--- src/hw/rtl/xcfp_pkg.sv ---
// ----------------------------------------------------------------------------
// xcfp_pkg
// Types and constants shared by the framed packet parser with XOR check.
// ----------------------------------------------------------------------------
package xcfp_pkg;

	localparam int BYTE_W  = 8;
	localparam int LEN_W   = 6;
	localparam int INDEX_W = 5;

	// head, source, destination, type, length, check and tail
	localparam logic [BYTE_W-1:0] FIXED_BYTES    = 8'd7;
	localparam logic [BYTE_W-1:0] PAYLOAD_START  = 8'd5;
	localparam logic [BYTE_W-1:0] COUNT_MAX      = 8'd255;
	localparam logic [BYTE_W-1:0] HEAD_RESET     = 8'd170;
	localparam logic [BYTE_W-1:0] TAIL_RESET     = 8'd85;

	// configuration register indexes
	localparam int CFG_IDX_W = 1;
	localparam logic [CFG_IDX_W-1:0] CFG_HEAD = 1'b0;
	localparam logic [CFG_IDX_W-1:0] CFG_TAIL = 1'b1;

	// header byte positions
	localparam int HDR_SRC  = 0;
	localparam int HDR_DST  = 1;
	localparam int HDR_TYPE = 2;
	localparam int HDR_LEN  = 3;

	typedef enum logic [0:0] {
		KIND_STATUS  = 1'b0,
		KIND_PAYLOAD = 1'b1
	} item_kind_t;

	typedef enum logic [2:0] {
		ST_OK        = 3'd0,
		ST_SHORT     = 3'd1,
		ST_BAD_FRAME = 3'd2,
		ST_OVER      = 3'd3,
		ST_MISMATCH  = 3'd4,
		ST_CHECKSUM  = 3'd5
	} status_t;

	typedef struct packed {
		logic [BYTE_W-1:0] rx_byte;
		logic              end_of_frame;
	} in_item_t;

	typedef struct packed {
		item_kind_t         item_kind;
		status_t            status;
		logic [BYTE_W-1:0]  source_id;
		logic [BYTE_W-1:0]  dest_id;
		logic [BYTE_W-1:0]  message_type;
		logic [LEN_W-1:0]   payload_length;
		logic [INDEX_W-1:0] payload_index;
		logic [BYTE_W-1:0]  payload_value;
		logic               run_last;
	} out_item_t;

	typedef enum logic [1:0] {
		S_RECV   = 2'd0,
		S_STATUS = 2'd1,
		S_READ   = 2'd2,
		S_EMIT   = 2'd3
	} state_t;

	typedef struct packed {
		logic take_byte;
		logic load_status;
		logic rd_en;
		logic load_payload;
	} ctl_cmd_t;

	typedef struct packed {
		logic out_free;
		logic replay;
		logic rd_last;
	} dp_stat_t;

endpackage

--- src/hw/rtl/xcfp_ram.sv ---
// ----------------------------------------------------------------------------
// xcfp_ram
// Generic single-port-write, single-port-read RAM with registered read data.
// ----------------------------------------------------------------------------
module xcfp_ram #(
	parameter int WIDTH = 8,
	parameter int DEPTH = 32,
	localparam int AW = (DEPTH > 1) ? $clog2(DEPTH) : 1
) (
	input  logic             clk,
	input  logic             wr_en,
	input  logic [AW-1:0]    wr_addr,
	input  logic [WIDTH-1:0] wr_data,
	input  logic             rd_en,
	input  logic [AW-1:0]    rd_addr,
	output logic [WIDTH-1:0] rd_data
);

	logic [WIDTH-1:0] mem_q [DEPTH];
	logic [WIDTH-1:0] rd_data_q;

	always_ff @(posedge clk) begin
		if (wr_en) begin
			mem_q[wr_addr] <= wr_data;
		end
		if (rd_en) begin
			rd_data_q <= mem_q[rd_addr];
		end
	end

	assign rd_data = rd_data_q;

endmodule

--- src/hw/rtl/xcfp_ctrl.sv ---
// ----------------------------------------------------------------------------
// xcfp_ctrl
// Controller: receives frame bytes, then issues the status result and the
// payload replay through the datapath.
// ----------------------------------------------------------------------------
module xcfp_ctrl
	import xcfp_pkg::*;
(
	input  logic     clk,
	input  logic     arst_n,
	input  logic     byte_valid,
	input  logic     end_of_frame,
	output logic     byte_stall,
	input  dp_stat_t stat,
	output ctl_cmd_t cmd
);

	state_t state_q;
	state_t state_d;

	always_ff @(posedge clk or negedge arst_n) begin
		if (!arst_n) begin
			state_q <= S_RECV;
		end else begin
			state_q <= state_d;
		end
	end

	always_comb begin
		state_d = state_q;
		unique case (state_q)
			S_RECV: begin
				if (byte_valid && end_of_frame) begin
					state_d = S_STATUS;
				end
			end
			S_STATUS: begin
				if (stat.out_free) begin
					state_d = stat.replay ? S_READ : S_RECV;
				end
			end
			S_READ: begin
				state_d = S_EMIT;
			end
			S_EMIT: begin
				if (stat.out_free) begin
					state_d = stat.rd_last ? S_RECV : S_READ;
				end
			end
		endcase
	end

	always_comb begin
		cmd        = '0;
		byte_stall = 1'b1;
		unique case (state_q)
			S_RECV: begin
				byte_stall    = 1'b0;
				cmd.take_byte = byte_valid;
			end
			S_STATUS: begin
				cmd.load_status = stat.out_free;
			end
			S_READ: begin
				cmd.rd_en = 1'b1;
			end
			S_EMIT: begin
				cmd.load_payload = stat.out_free;
			end
		endcase
	end

endmodule

--- src/hw/rtl/xcfp_dp.sv ---
// ----------------------------------------------------------------------------
// xcfp_dp
// Datapath: byte count, running XOR, header capture, payload store, frame
// checks and the output register.
// ----------------------------------------------------------------------------
module xcfp_dp
	import xcfp_pkg::*;
#(
	parameter int MAX_PAYLOAD = 32
) (
	input  logic                 clk,
	input  logic                 arst_n,
	input  ctl_cmd_t             cmd,
	output dp_stat_t             stat,
	input  in_item_t             byte_item,
	input  logic                 cfg_valid,
	input  logic [CFG_IDX_W-1:0] cfg_index,
	input  logic [BYTE_W-1:0]    cfg_data,
	output logic                 result_valid,
	input  logic                 result_stall,
	output out_item_t            result_item
);

	localparam int AW = (MAX_PAYLOAD > 1) ? $clog2(MAX_PAYLOAD) : 1;
	localparam logic [BYTE_W-1:0] MAX_LEN = BYTE_W'(MAX_PAYLOAD);

	logic [BYTE_W-1:0] head_q;
	logic [BYTE_W-1:0] tail_q;
	logic [BYTE_W-1:0] count_q;
	logic [BYTE_W-1:0] xor_q;
	logic [BYTE_W-1:0] first_q;
	logic [BYTE_W-1:0] hdr_q [4];
	logic              replay_q;
	logic [LEN_W-1:0]  rep_len_q;
	logic [LEN_W-1:0]  rd_cnt_q;
	logic              out_valid_q;
	out_item_t         out_q;
	out_item_t         pend_q;

	logic [BYTE_W-1:0] rx;
	logic [BYTE_W-1:0] n_bytes;
	logic [BYTE_W-1:0] len;
	logic [BYTE_W-1:0] wr_off;
	logic              wr_en;
	logic              out_free;
	logic              rd_last;
	logic [BYTE_W-1:0] rd_data;
	status_t           st;
	out_item_t         status_item;
	out_item_t         payload_item;

	assign rx       = byte_item.rx_byte;
	assign n_bytes  = (count_q == COUNT_MAX) ? COUNT_MAX : count_q + 8'd1;
	assign len      = hdr_q[HDR_LEN];
	assign wr_off   = count_q - PAYLOAD_START;
	assign wr_en    = cmd.take_byte && (count_q >= PAYLOAD_START) && (wr_off < MAX_LEN);
	assign out_free = !out_valid_q || !result_stall;
	assign rd_last  = (rd_cnt_q + LEN_W'(1)) == rep_len_q;

	// frame checks on the final byte
	always_comb begin
		priority if (n_bytes < FIXED_BYTES) begin
			st = ST_SHORT;
		end else if (first_q != head_q || rx != tail_q) begin
			st = ST_BAD_FRAME;
		end else if (n_bytes == COUNT_MAX || len > MAX_LEN) begin
			st = ST_OVER;
		end else if ({1'b0, n_bytes} != ({1'b0, len} + {1'b0, FIXED_BYTES})) begin
			st = ST_MISMATCH;
		end else if (xor_q != '0) begin
			st = ST_CHECKSUM;
		end else begin
			st = ST_OK;
		end
	end

	always_comb begin
		status_item           = '0;
		status_item.item_kind = KIND_STATUS;
		status_item.status    = st;
		status_item.run_last  = 1'b1;
		if (st == ST_OK) begin
			status_item.source_id      = hdr_q[HDR_SRC];
			status_item.dest_id        = hdr_q[HDR_DST];
			status_item.message_type   = hdr_q[HDR_TYPE];
			status_item.payload_length = len[LEN_W-1:0];
			status_item.run_last       = (len == '0);
		end
	end

	always_comb begin
		payload_item               = '0;
		payload_item.item_kind     = KIND_PAYLOAD;
		payload_item.status        = ST_OK;
		payload_item.payload_index = rd_cnt_q[INDEX_W-1:0];
		payload_item.payload_value = rd_data;
		payload_item.run_last      = rd_last;
	end

	always_ff @(posedge clk or negedge arst_n) begin
		if (!arst_n) begin
			head_q      <= HEAD_RESET;
			tail_q      <= TAIL_RESET;
			count_q     <= '0;
			xor_q       <= '0;
			first_q     <= '0;
			hdr_q       <= '{default: '0};
			replay_q    <= 1'b0;
			rep_len_q   <= '0;
			rd_cnt_q    <= '0;
			out_valid_q <= 1'b0;
		end else begin
			if (cfg_valid) begin
				unique case (cfg_index)
					CFG_HEAD: head_q <= cfg_data;
					CFG_TAIL: tail_q <= cfg_data;
				endcase
			end
			if (cmd.take_byte) begin
				if (byte_item.end_of_frame) begin
					count_q   <= '0;
					xor_q     <= '0;
					first_q   <= '0;
					hdr_q     <= '{default: '0};
					replay_q  <= (st == ST_OK) && (len != '0);
					rep_len_q <= len[LEN_W-1:0];
				end else begin
					count_q <= n_bytes;
					if (count_q != '0) begin
						xor_q <= xor_q ^ rx;
					end
					if (count_q == '0) begin
						first_q <= rx;
					end else if (count_q <= 8'd4) begin
						hdr_q[2'(count_q - 8'd1)] <= rx;
					end
				end
			end
			if (cmd.load_status) begin
				rd_cnt_q <= '0;
			end else if (cmd.load_payload) begin
				rd_cnt_q <= rd_cnt_q + LEN_W'(1);
			end
			if (cmd.load_status || cmd.load_payload) begin
				out_valid_q <= 1'b1;
			end else if (!result_stall) begin
				out_valid_q <= 1'b0;
			end
		end
	end

	always_ff @(posedge clk) begin
		if (cmd.take_byte && byte_item.end_of_frame) begin
			pend_q <= status_item;
		end
		if (cmd.load_status) begin
			out_q <= pend_q;
		end else if (cmd.load_payload) begin
			out_q <= payload_item;
		end
	end

	xcfp_ram #(
		.WIDTH (BYTE_W),
		.DEPTH (MAX_PAYLOAD)
	) u_payload_ram (
		.clk     (clk),
		.wr_en   (wr_en),
		.wr_addr (wr_off[AW-1:0]),
		.wr_data (rx),
		.rd_en   (cmd.rd_en),
		.rd_addr (rd_cnt_q[AW-1:0]),
		.rd_data (rd_data)
	);

	assign stat.out_free = out_free;
	assign stat.replay   = replay_q;
	assign stat.rd_last  = rd_last;

	assign result_valid = out_valid_q;
	assign result_item  = out_q;

endmodule

--- src/hw/rtl/xor_checked_frame_parser_top.sv ---
// ----------------------------------------------------------------------------
// xor_checked_frame_parser_top
// Framed packet parser with XOR check: head, source, destination, type,
// length, payload, check, tail.
// ----------------------------------------------------------------------------
// bytes enter on byte_valid / byte_stall, one request per byte, end_of_frame
// set on the last one. non-final bytes are taken every cycle.
// on the final byte the frame is checked and one status result is registered
// in pend_q, then moved into the output register and presented on
// result_valid / result_stall; then, for a good frame, one result per payload
// byte, each read from the payload store (registered read data) and then
// loaded into the output register. byte_stall is high from the final byte
// until the last result of the frame is in the output register.
// results wait in the output register while result_stall is high; input
// bytes are still taken meanwhile, except during a frame's result run.
// head_byte and tail_byte are written via cfg_valid / cfg_ready (always ready)
// at indexes 0 and 1, by the user only while the block is idle (not enforced).
// reset clears the frame state and sets head 170, tail 85; the payload store
// is not cleared.
// ----------------------------------------------------------------------------
module xor_checked_frame_parser_top
	import xcfp_pkg::*;
#(
	parameter int MAX_PAYLOAD = 32
) (
	input  logic                 clk,
	input  logic                 arst_n,
	input  logic                 byte_valid,
	output logic                 byte_stall,
	input  in_item_t             byte_item,
	output logic                 result_valid,
	input  logic                 result_stall,
	output out_item_t            result_item,
	input  logic                 cfg_valid,
	output logic                 cfg_ready,
	input  logic [CFG_IDX_W-1:0] cfg_index,
	input  logic [BYTE_W-1:0]    cfg_data
);

	ctl_cmd_t cmd;
	dp_stat_t stat;

	assign cfg_ready = 1'b1;

	xcfp_ctrl u_ctrl (
		.clk          (clk),
		.arst_n       (arst_n),
		.byte_valid   (byte_valid),
		.end_of_frame (byte_item.end_of_frame),
		.byte_stall   (byte_stall),
		.stat         (stat),
		.cmd          (cmd)
	);

	xcfp_dp #(
		.MAX_PAYLOAD (MAX_PAYLOAD)
	) u_dp (
		.clk          (clk),
		.arst_n       (arst_n),
		.cmd          (cmd),
		.stat         (stat),
		.byte_item    (byte_item),
		.cfg_valid    (cfg_valid && cfg_ready),
		.cfg_index    (cfg_index),
		.cfg_data     (cfg_data),
		.result_valid (result_valid),
		.result_stall (result_stall),
		.result_item  (result_item)
	);

endmodule
--- config.mk ---
export PLATFORM = sky130hd
export DESIGN_NAME = xor_checked_frame_parser_top
export DESIGN_NICKNAME = d
export VERILOG_FILES = /design/src/hw/rtl/xcfp_pkg.sv /design/src/hw/rtl/xcfp_ram.sv /design/src/hw/rtl/xcfp_ctrl.sv /design/src/hw/rtl/xcfp_dp.sv /design/src/hw/rtl/xor_checked_frame_parser_top.sv
export SDC_FILE = /design/constraint.sdc
export NUM_CORES = 1
export LEC_CHECK = 0
export BUFFER_PORTS_ARGS = -buffer_cell sky130_fd_sc_hd__buf_2
export CAP_MARGIN = 20
export CORE_MARGIN = 2
export CORE_UTILIZATION = 50
export CTS_BUF_LIST = sky130_fd_sc_hd__clkbuf_2 sky130_fd_sc_hd__clkbuf_4 sky130_fd_sc_hd__clkbuf_8
export DETAILED_ROUTE_END_ITERATION = 10
export GPL_TIMING_DRIVEN = 0
export PLACE_DENSITY = 0.67
export REMOVE_ABC_BUFFERS = 1
export SETUP_SLACK_MARGIN = 0.5
export SLEW_MARGIN = 20
export SYNTH_ARGS = -nofsm -noshare
export SYNTH_HDL_FRONTEND = slang
export SYNTH_SLANG_ARGS = --single-unit
--- constraint.sdc ---
create_clock -name clk -period 6.6 [get_ports clk]
set_clock_uncertainty 0.1 [all_clocks]
set_input_delay 1.32 -clock clk [delete_from_list [all_inputs] [get_ports clk]]
set_output_delay 1.32 -clock clk [all_outputs]
set_load 0.02 [all_outputs]
# Word-level counts from Yosys, hierarchy flattened
# Memories as Yosys holds them, arrays and structs flattened. A register that Yosys moved wholly into a read port is not among the register bits.
# Cells that the tools add are included.
totals:
  register_bits: 170
  output_inout_bits: 51
  ramBits: 256
  n_memories: 1
classes:
  mux: 36
  n_addsub: 5
  n_bitwise: 3
  n_reduce_logical: 30
  order_cmp: 7
  eq_ne: 14
mem_list:
  columns: ["memory", "words", "width", "read_ports", "rd_clocked_by_memory_dff", "wr", "line", "rtl"]
  rows:
  - ["u_dp.u_payload_ram.mem_q", 32, 8, 1, 1, 1, "xcfp_ram.sv:19", "logic [WIDTH-1:0] mem_q [DEPTH];"]
ops:
  columns: ["operator", "n"]
  rows:
  - ["$mux W32", 3]
  - ["$mux W8", 7]
  - ["$mux W48", 1]
  - ["$mux W47", 1]
  - ["$bwmux W32", 1]
  - ["$reduce_bool A8 Y1", 3]
  - ["$demux W8 S2", 1]
  - ["$eq A8 B8 Y1 const B", 2]
  - ["$logic_not A8 Y1", 2]
  - ["$ne A8 B8 Y1", 2]
  - ["$mux W3", 5]
  - ["$mux W6", 2]
  - ["$mux W2", 5]
  - ["$reduce_and A2 Y1", 5]
  - ["$add A8 B3 Y9 const B", 1]
  - ["$mux W1", 9]
  - ["$ne A8 B9 Y1", 1]
  - ["$add A8 B1 Y8 const B", 1]
  - ["$ge A8 B3 Y1 const B", 1]
  - ["$gt A8 B6 Y1 const B", 1]
  - ["$le A8 B3 Y1 const B", 1]
  - ["$lt A8 B3 Y1 const B", 1]
  - ["$lt A8 B6 Y1 const B", 1]
  - ["$ne A2 B1 Y1 const B", 4]
  - ["other kinds (20)", 34]

# Logic depth before layout (Yosys ltp)
# Gate-level depths: netlist of the first run.
depth:
  word_depth: 10
  ltp_mapped: 10

# Hierarchy
# From an unflattened synthesis of the first run, not the netlist that was laid out.
unflattened:
  cells_unflattened: 1147
  hier_area_um2: 18290.0
modules_own_cells:
  columns: ["mod", "area_per_inst_um2", "instances", "cells_per_inst"]
  rows:
  - ["xcfp_ram", 10133.5, 1, 417]
  - ["xcfp_dp", 8032.7, 1, 715]
  - ["xcfp_ctrl", 112.6, 1, 13]
  - ["xor_checked_frame_parser_top", 11.3, 1, 2]

# Least setup slack after synthesis of the first run
# OpenSTA, ideal clock, no wires.
synth_path:
  kind: "input to register"
  start: "input byte_valid"
  end: "memory u_dp.u_payload_ram.mem_q[11][0], enable pin"
  setup_ns: 0.398
  path_stages: 4
  slack_ns: 3.152
  arrival_time_ns: 2.950
  cell_sequence: "nand2_1 > nor4_2 > nand2_1 > nor4b_1"
synth_via:
  elab_chain_len: 5
synth_lines:
  columns: ["element", "line", "rtl"]
  rows:
  - ["start, declared", "xor_checked_frame_parser_top.sv:28", "input logic byte_valid,"]
  - ["$mux W1", "xcfp_ctrl.sv:56", "unique case (state_q)"]
  - ["$logic_and A1 B1 Y1 (2 in series)", "xcfp_dp.sv:56", "assign wr_en = cmd.take_byte && (count_q >= PAYLOAD_START) && (wr_off < MAX_LEN);"]
  - ["$mux W1", "xcfp_ram.sv:23", "if (wr_en) begin"]
  - ["$mux W1 (implied by the code)", "xcfp_ram.sv:24", "mem_q[wr_addr] <= wr_data;"]
  - ["end, declared", "xcfp_ram.sv:19", null]
# Every way passes these cells.

# Worst setup path after layout of the first run
layout_path:
  start: "input byte_item[1] (netlist name)"
  end: "register u_dp.pend_q[33] (netlist name) (data pin)"
layout_via:
  elab_chain_len: 5
layout_lines:
  columns: ["element", "line", "rtl"]
  rows:
  - ["start, declared", "xor_checked_frame_parser_top.sv:30", "input in_item_t byte_item,"]
  - ["$ne A8 B8 Y1", "xcfp_dp.sv:64", "end else if (first_q != head_q || rx != tail_q) begin"]
  - ["$logic_or A1 B1 Y1", "xcfp_dp.sv:64", null]
  - ["$mux W3", "xcfp_dp.sv:64", null]
  - ["$mux W3", "xcfp_dp.sv:62", "priority if (n_bytes < FIXED_BYTES) begin"]
  - ["$logic_not A3 Y1", "xcfp_dp.sv:82", "if (st == ST_OK) begin"]
  - ["end signal, assigned", "xcfp_dp.sv:154", "pend_q <= status_item;"]
  - ["end, declared", "xcfp_dp.sv:38", "out_item_t pend_q;"]
# Every way passes these cells.
# A chain may end at the register's enable or synchronous reset.

==> results.yml, run 1 <==
sta:
  period_needed_ns: 3.792
  hold_viol_final: 0
  setup_tns_ns: 0
  period_share_pct: 57.45
  drv_slew: 0
  grt_setup_unrepaired: "false"
  setup_slack_ns: 2.808
  setup_violations: 0
  fmax_mhz: 263.7
  worst_pin_slew_ns: 1.004
  relSlewSlack_pct: 32.83
routing:
  ant_nets: 0
  route.vias.total: 10210
  dr.first_iter.drc_count: 779
  wl_per_cell_um: 20.60
  drc: 0
  drt_pre_antenna_iters: 5
  drt_wl_total_um: 37280
  vias_per_cell: 5.639
place:
  place_ws_ns: 1.849
  dp_hpwl_um: 22330
  portBuffers: 72
  gp_congestion: 0.8376
  dp_cells: 1688
power:
  power_frac_comb_pct: 17.4
  switchingPower_mw: 1.909
  finalPower_mw: 6.893
  p_seq_share_pct: 50.1
  clock_power_share_pct: 32.5
  ir_drop_mv: 0.1808
  leakagePower_nw: 7.107
  p_per_area_nw_per_um2: 338.1
  p_int_mw: 4.984
  switching_share_pct: 27.69
die:
  initial_core_util_pct: 50.93
  die_y_um: 194.6
  die_area_um2: 37860
  core_um2: 35660
  die_x_um: 194.6
  rows: 69
  io_pins: 74
synthesis:
  synthMostInstantiatedCell: "edfxtp_1"
  syn_avg_cell_area_um2: 14.85
  synth-seq-area-share_pct: 69.40
  yosys.area.top_type: "edfxtp_1"
  synth_seq_cells: 434
  dominantRegCellSynth: "edfxtp_1"
  synth_top_area_share_pct: 57.21
  synth_area_leaders: "edfxtp_1 (57%), dfrtp_1 (11%), mux4_2 (4.0%)"
  ys_warn_count: 0
  synthTopCellsByCount: "edfxtp_1 (346), nor2_1 (98), dfrtp_1 (80)"
  synth-edff-count: 346
  syn_area_um2: 18160
  syn_inst: 1223
  async_flop_share_pct: 20.28
  yosysUniqueCellTypes: 65
clock_network:
  htree_levels: 3
  clock_latency_ns: 0.59
  clockBufferDepth: 3
  cts_tree: "built"
  cts.sinks: 434
  cts-resized-gates: 0
  ctsHoldBuffers: 0
  clkSlewWorstSetupHoldPaths_ns: 0.06
  cts_root_buf: "clkbuf_8"
  numCtsBuffers: 69
  postCtsSetupBuffers: 0
worst_setup_path:
  path_cells: "buf_2 -> xor2_1 -> nor4_1 -> nand4_1 -> nor3_1 -> nand2b_1 -> nor4_4 -> buf_6 -> and2_1"
  crit_path_start: "byte_item[1]"
  crit_slowest_cell: "buf_2"
  cp.required_ns: 6.95
  crit_path_start_kind: "primary input"
  r2r-start: "u_dp.count_q[0]$_DFFE_PN0P_"
  rr_endpoint: "u_dp.pend_q[33]$_SDFFCE_PP0P_"
  r2r_cells: 8
  cp_max_fo: 39
  critPathKind: "in -> reg"
  cpPeakStageDelay_ns: 0.70
  end_kind: "register"
  reg2reg_setup_slack_ns: 3.05
  arrival_ns: 4.14
run:
  max_cap_viol_count: 0
finish:
  final_cells: 1810
  areaGrowthSynthToFinish_pct: 12.26
  final_net_count: 1330
  layout-drive-gt1-share_pct: 21.05
  fillers: 2746
  insertedDiodeCount: 0
global_routing:
  grt_max_degree: 57
  grt_overflow: 0
  antenna_found_initial: 0
  grt_pass1_wl_um: 57890
  grt_pass1_vias: 9993
  grtUsageTotal_pct: 20.09
worst_hold_path:
  whs_endpoint: "u_dp.hdr_q[23]$_DFFE_PN0P_"
  worstHoldPathCells: 1
  hold_path_startpoint: "u_dp.hdr_q[23]$_DFFE_PN0P_"
  hold_path.class: "reg -> reg"
status:
  status: "finished, final reports clean"
-- stage by stage --
stage | util [%] | hold slack, ns | area, um2
detailed placement | 53.30 | 0.3874 | 19010
global route | 57.17 | 0.4083 | 20390
finish | 57.17 | 0.3957 | 20390
floorplan | - | 0.3645 | 17820
CTS | 57.14 | 0.4010 | 20370
global placement | 52.60 | 0.3801 | 18750
-- sequential cells by signal, summed over array words and instances (netlist names) --
signal and flops:
u_dp.result_item 48, u_dp.tail_q 8, u_dp.xor_q 8, u_dp.head_q 8, u_dp.first_q 8, u_ctrl.state_q 2, u_dp.u_payload_ram.rd_data 8, u_dp.result_valid 1
u_dp.rep_len_q 6, u_dp.replay_q 1, u_dp.rd_cnt_q 6, u_dp.u_payload_ram.mem_q 256, u_dp.count_q 8, u_dp.pend_q 34, u_dp.len 8, u_dp.hdr_q 24
-- how the worst max path moves through the flow --
stage | to | slack (ns) | cells past startpoint
finish | u_dp.pend_q[33]$_SDFFCE_PP0P_ | 2.81 | 9
global route | u_dp.pend_q[33]$_SDFFCE_PP0P_ | 2.58 | 9
CTS | u_dp.pend_q[33]$_SDFFCE_PP0P_ | 2.48 | 8
detailed placement | u_dp.pend_q[33]$_SDFFCE_PP0P_ | 1.85 | 8
global placement | u_dp.result_item[0]$_DFFE_PP_ | -0.10 | 6
floorplan | u_ctrl.state_q[1]$_DFFE_PN0P_ | 1.54 | 7
-- routing by layer --
| metal | vias up | share of wire, % | global-route usage [%] |
|---|---|---|---|
| met4 | 0 | 2.1 | 6.581 |
| met1 | 5079 | 45 | 28.80 |
| met5 | - | 0 | 0 |
| met2 | 324 | 46 | 31.08 |
| met3 | 58 | 6.1 | 4.043 |
| li1 | 4746 | - | - |
-- placed cells by master (no fill, tap or decap), types with 16 or more instances in the layout --
cell      netlist  layout
edfxtp_1      346     346
nor2_1         98      97
dfrtp_1        80      76
clkbuf_8        0      74
buf_2          10      72
and2_1         69      69
mux2i_1        67      67
nand2_1        60      59
a22o_1         35      35
xor2_1         33      33
clkbuf_4        0      33
mux4_2         32      32
o21ai_0        31      31
a21oi_1        26      26
mux2_2         24      24
nor2b_1        20      20
o221ai_1       17      17
o22ai_1        17      17
inv_1          17      16
-- cells by family (layout without fill, tap and decap cells) --
| logic type | count (synthesis) | count (layout) | synth area share, % |
|---|---|---|---|
| other | 1 | 1 | 0.02065 |
| XOR/XNOR | 48 | 48 | 2.315 |
| multiplexers | 123 | 123 | 9.150 |
| flip-flops | 434 | 434 | 69.40 |
| buffers and inverters | 97 | 223 | 2.260 |
| adder cells (fa/ha/maj) | 8 | 8 | 0.5512 |
| AND/OR/NAND/NOR | 324 | 324 | 9.157 |
| AO/OA/AOI/OAI | 188 | 188 | 7.152 |
-- power by group through the flow --
stage,Combinational (mW),Clock (mW),Sequential (mW)
floorplan,0.701,0,3.61
global placement,1.13,0,3.51
detailed placement,1.20,0,3.51
CTS,1.21,2.29,3.46
global route,1.33,2.43,3.49
finish,1.20,2.24,3.46
-- final cells by class --
cell class | count | area, um2 | area share (%)
clock inverter | 14 | 101.3 | 0.4971
timing repair buffer | 84 | 579.3 | 2.842
sequential | 434 | 12610 | 61.85
inverter | 18 | 67.56 | 0.3314
multi-input combinational | 692 | 5185 | 25.43
clock buffer | 107 | 1266 | 6.211
tap | 461 | 576.8 | 2.829
-- critical path: cells and delay by family --
family / cells / cell delay, ns
AND/OR/NAND/NOR: 6 / 1.68
buffers and inverters: 2 / 0.94
XOR/XNOR: 1 / 0.15
Note: power is estimated with default switching activity, not from simulation.
==> run 2, diff against run 1 <==
==> constraint.sdc (replaced) <==
create_clock -name clk -period 3.55 [get_ports clk]
set_clock_uncertainty 0.1 [all_clocks]
set_input_delay 0.71 -clock clk [delete_from_list [all_inputs] [get_ports clk]]
set_output_delay 0.71 -clock clk [all_outputs]
set_load 0.02 [all_outputs]
==> run 2 against run 1 <==
Final cell count grew 0.99%; critical path type is now reg -> reg; via count grew 1.5%; non-clock buffer count grew 17; global-route usage grew 0.38 points; setup slack lost 2.2 ns; first-iteration DRC count grew 13%; sequential share of layout area shrank 1.5 points; clock power grew 86%; total power grew 90%; flip-flop and latch count is the same; wire length grew 2.0%.
==> results.yml, run 2 (same netlist as run 1, synthesis figures left out) <==
status:
  status: "finished, final reports clean"
clock_network:
  clock_latency_ns: 0.59
  clkSlewWorstSetupHoldPaths_ns: 0.06
  clockBufferDepth: 3
  htree_levels: 3
  cts_tree: "built"
  numCtsBuffers: 69
  cts.sinks: 434
  cts_root_buf: "clkbuf_8"
finish:
  insertedDiodeCount: 0
  largest_reg_flops: 256
  largest_register: "u_dp.u_payload_ram.mem_q"
  areaGrowthSynthToFinish_pct: 15.21
  final_net_count: 1348
  final_common_cell: "edfxtp_1"
  layout-drive-gt1-share_pct: 25.53
  layout_common_cells: "edfxtp_1 (346), clkbuf_8 (74), and2_1 (69), dfrtp_1 (69), nor2_1 (68)"
sta:
  fmax_mhz: 339.0
  grt_setup_unrepaired: "false"
  worst_pin_slew_ns: 1.083
  relSlewSlack_pct: 27.45
  hold_viol_final: 0
  setup_violations: 0
  setup_tns_ns: 0
  period_needed_ns: 2.950
  period_share_pct: 83.10
  drv_slew: 0
routing:
  ant_nets: 0
  dr.first_iter.drc_count: 884
  route.vias.total: 10360
  drc: 0
  drt_wl_total_um: 38020
  vias_per_cell: 5.668
  drt_pre_antenna_iters: 4
  wl_per_cell_um: 20.80
power:
  p_per_area_nw_per_um2: 625.5
  leakagePower_nw: 7.245
  ir_drop_mv: 0.3361
  finalPower_mw: 13.09
worst_setup_path:
  cp_max_fo: 28
  r2r-start: "u_dp.count_q[2]$_DFFE_PN0P_"
  crit_path_start_kind: "register"
  cp.required_ns: 3.79
  arrival_ns: 3.19
  crit_path_start: "u_dp.count_q[2]$_DFFE_PN0P_"
  critPathKind: "reg -> reg"
  end_kind: "register"
place:
  dp_hpwl_um: 22330
  portBuffers: 72
  gp_congestion: 0.8376
die:
  initial_core_util_pct: 50.93
  die_x_um: 194.6
  io_pins: 74
  rows: 69
  core_um2: 35660
  die_y_um: 194.6
  die_area_um2: 37860
global_routing:
  grt_pass1_wl_um: 58840
  grt_overflow: 0
  grt_pass1_vias: 10120
  grtUsageTotal_pct: 20.47
  grt_max_degree: 57
  antenna_found_initial: 0
worst_hold_path:
  hold_path_startpoint: "cfg_data[0]"
  hold_path.class: "in -> reg"
run:
  max_cap_viol_count: 0
run 2: cell count changes in the layout (fill, tap and decap cells not counted), sizes merged:
cell / before / now
clkbuf: 107 / 114
dlygate4sd3: 0 / 1
nor4: 13 / 14
buf: 84 / 93
run 2: per-layer routing:
| layer | up-vias | GRT usage (%) | share of wire (%) |
|---|---|---|---|
| li1 | 4788 | - | - |
| met1 | 5170 | 29.41 | 45 |
| met2 | 340 | 31.42 | 46 |
| met3 | 64 | 4.269 | 6.7 |
| met4 | 0 | 6.838 | 2.0 |
| met5 | - | 0 | 0 |
run 2: worst paths after layout:
path / end / slack (ns) / cells past startpoint
min in group asynchronous: u_dp.xor_q[0]$_DFFE_PN0P_ / 0.52 / 2
min reg2reg: u_dp.hdr_q[17]$_DFFE_PN0P_ / 0.40 / 1
max in group asynchronous: u_dp.rd_cnt_q[0]$_DFFE_PN0P_ / 2.16 / 3
min: u_dp.tail_q[0]$_DFFE_PN1P_ / 0.29 / 2
max reg2reg: u_dp.pend_q[33]$_SDFFCE_PP0P_ / 0.60 / 8
max: u_dp.pend_q[33]$_SDFFCE_PP0P_ / 0.60 / 8
run 2: cell type report:
type                       count  area (um2)
clock buffer                 107        1266
multi-input combinational    693        5485
fill                        2682       14730
sequential                   434       12620
inverter                      18       70.07
clock inverter                14       101.3
tap                          461       576.8
timing repair buffer         101       799.5
run 2: critical path, stage by stage, from the launching register on:
cell and delay (ns):
dfrtp_4 0.62, nand3_1 0.28, nor2_1 0.12, or3_1 0.31, a211oi_1 0.44, nand2b_1 0.42, nor4_4 0.07, buf_12 0.16
and2_1 0.17
run 2: stage by stage:
step           util [%]  worst slack, ns  hold slack [ns]  cell area (um2)  instances
6_report          58.68           0.5999           0.2875            20920       1828
3_5_place_dp      53.30          -0.5910           0.3874            19010       1688
5_1_grt           58.68           0.5256           0.2503            20920       1828
4_1_cts           58.06           0.5103           0.2483            20700       1817
3_3_place_gp      52.60           -3.153           0.3801            18750       1677
2_1_floorplan         -           -1.510           0.3144            17820       1144
run 2: where the power goes:
group / switching [mW] / total, mW / internal [mW]
combinational: 1.57 / 2.48 / 0.918
sequential: 0.338 / 6.44 / 6.10
clock: 1.83 / 4.17 / 2.34
run 2: timing repair:
| action | in CTS | in global routing |
|---|---|---|
| hold buffers | 1 | 0 |
| hold endpoints to repair | 24 | 0 |
| pin swaps | 5 | 4 |
| gates resized for setup | 68 | 27 |
| endpoints found under the setup margin | 296 | 232 |
| cloned | 1 | 0 |
| buffers inserted | 6 | 11 |
==> run 3, diff against run 2 <==
--- a/config.mk
+++ b/config.mk
@@ -12,7 +12,7 @@
 export CTS_BUF_LIST = sky130_fd_sc_hd__clkbuf_2 sky130_fd_sc_hd__clkbuf_4 sky130_fd_sc_hd__clkbuf_8
 export DETAILED_ROUTE_END_ITERATION = 10
 export GPL_TIMING_DRIVEN = 0
-export PLACE_DENSITY = 0.67
+export PLACE_DENSITY = 0.69
 export REMOVE_ABC_BUFFERS = 1
 export SETUP_SLACK_MARGIN = 0.5
 export SLEW_MARGIN = 20
==> constraint.sdc (replaced) <==
create_clock -name clk -period 2.58 [get_ports clk]
set_clock_uncertainty 0.1 [all_clocks]
set_input_delay 0.516 -clock clk [delete_from_list [all_inputs] [get_ports clk]]
set_output_delay 0.516 -clock clk [all_outputs]
set_load 0.02 [all_outputs]
==> run 3 against run 2 <==
The flow now finishes with violations (setup timing); via count is 11% higher; die area unchanged; worst hold slack got worse by 0.23 ns; first-iteration DRC count increased by 45%; setup slack lost 0.87 ns; flip-flop and latch count is the same; clock-buffer cell count decreased by 9; register-to-register slack got worse by 0.87 ns.
==> results.yml, run 3 (same netlist as run 1, synthesis figures left out) <==
global_routing:
  grt_max_degree: 57
  grt_pass1_vias: 10850
  grt_overflow: 0
  grtUsageTotal_pct: 21.61
  antenna_found_initial: 0
  grt_pass1_wl_um: 62530
routing:
  drt_wl_total_um: 45230
  drt_pre_antenna_iters: 5
  wl_per_cell_um: 23.33
  vias_per_cell: 5.947
  drc: 0
  route.vias.total: 11530
  dr.first_iter.drc_count: 1284
  ant_nets: 0
place:
  gp_congestion: 0.8598
  portBuffers: 72
  dp_hpwl_um: 22640
die:
  die_area_um2: 37860
  core_um2: 35660
  io_pins: 74
  die_x_um: 194.6
  die_y_um: 194.6
  rows: 69
  initial_core_util_pct: 50.93
sta:
  drv_slew: 0
  hold_viol_final: 0
  worst_pin_slew_ns: 0.9395
  grt_setup_unrepaired: "true"
  relSlewSlack_pct: 37.37
  fmax_mhz: 351.0
  period_needed_ns: 2.849
  hold_slack_ns: 0.06127
  period_share_pct: 110.4
  setup_tns_ns: -7.414
  setup_slack_ns: -0.2686
  setup_violations: 38
worst_setup_path:
  critPathKind: "reg -> reg"
  cp_max_fo: 15
  cp.required_ns: 2.84
  crit_path_start_kind: "register"
  end_kind: "register"
  arrival_ns: 3.11
finish:
  largest_register: "u_dp.u_payload_ram.mem_q"
  largest_reg_flops: 256
  final_net_count: 1454
  final_common_cell: "edfxtp_1"
  layout-drive-gt1-share_pct: 36.20
  insertedDiodeCount: 0
  areaGrowthSynthToFinish_pct: 25.80
  layout_common_cells: "edfxtp_1 (346), clkbuf_8 (75), and2_1 (65), dfrtp_1 (65)"
  post-route-util_pct: 64.07
power:
  finalPower_mw: 18.96
  switching_share_pct: 30.44
  clock_power_share_pct: 30.9
  p_per_area_nw_per_um2: 829.9
  p_int_mw: 13.19
  switchingPower_mw: 5.771
  leakagePower_nw: 8.030
  p_seq_share_pct: 46.8
  power_frac_comb_pct: 22.3
  ir_drop_mv: 0.4104
clock_network:
  cts_root_buf: "clkbuf_8"
  clkSlewWorstSetupHoldPaths_ns: 0.06
  cts_tree: "built"
  clockBufferDepth: 3
  clock_latency_ns: 0.61
  cts.sinks: 434
  numCtsBuffers: 70
  htree_levels: 3
status:
  status: "complete, but fails checks"
  violations: "setup timing"
run:
  max_cap_viol_count: 0
worst_hold_path:
  hold_path.class: "in -> reg"
## run 3: changes by cell type in the layout (fill, tap and decap cells not counted), sizes merged
cell and delta:
nand2b +1, buf +98, clkinvlp +2, clkinv +12
inv +1, clkbuf -3
## run 3: metal layers
metal,up-vias,share of wire (%),global-route usage (%)
li1,5019,-,-
met1,5745,40,29.34
met2,658,48,35.32
met3,110,9.1,4.546
met4,0,2.9,6.610
met5,-,0,0
## run 3: stage by stage
stage,area (um2),cells,setup WS [ns]
5_1_grt,22850,1939,-0.3334
2_1_floorplan,17820,1144,-2.480
6_report,22850,1939,-0.2686
3_3_place_gp,18750,1677,-4.018
3_5_place_dp,19020,1689,-1.403
4_1_cts,21700,1877,-0.2099
## run 3: final timing paths
check	startpoint	to	slack [ns]	cells after the start
min reg2reg	u_dp.hdr_q[10]$_DFFE_PN0P_	u_dp.hdr_q[10]$_DFFE_PN0P_	0.40	1
max reg2reg	u_dp.count_q[2]$_DFFE_PN0P_	u_dp.pend_q[0]$_SDFFCE_PP1P_	-0.27	9
max in group asynchronous	arst_n	u_dp.rd_cnt_q[4]$_DFFE_PN0P_	1.42	3
max	u_dp.count_q[2]$_DFFE_PN0P_	u_dp.pend_q[0]$_SDFFCE_PP1P_	-0.27	9
min in group asynchronous	arst_n	u_dp.first_q[0]$_DFFE_PN0P_	0.30	2
min	cfg_data[6]	u_dp.head_q[6]$_DFFE_PN0P_	0.06	2
## run 3: timing repair
item,in CTS,in global routing
endpoints found under the setup margin,391,360
pin swaps,54,48
setup buffers,58,52
gates resized for setup,151,112
hold endpoints to repair,24,0
cloned,2,10
hold buffers,1,0
## run 3: final cells by class
type                            count  area, um2
Multi-Input combinational cell    694       6085
Inverter                           18      77.57
Timing Repair Buffer              205       2085
Fill cell                        2404      12810
Sequential cell                   434      12640
Tap cell                          461      576.8
Clock inverter                     29      178.9
Clock buffer                       98       1205
## run 3: worst max-delay path, cell delays in order (launching register included)
cell and delay, ns:
dfrtp_4 0.59, and3_1 0.39, xnor2_2 0.17, or2_1 0.16, a22oi_2 0.09, or3_4 0.41, buf_6 0.14, nor4_4 0.29
buf_4 0.20, nand2_2 0.04
## run 3: power by group through the flow
stage          combinational [mW]  clock (mW)  sequential (mW)
2_1_floorplan                1.79           0             9.23
3_3_place_gp                 2.88           0             8.98
3_5_place_dp                 3.05           0             8.99
4_1_cts                      3.73        5.92             8.83
5_1_grt                      4.51        6.30             8.93
6_report                     4.23        5.86             8.87
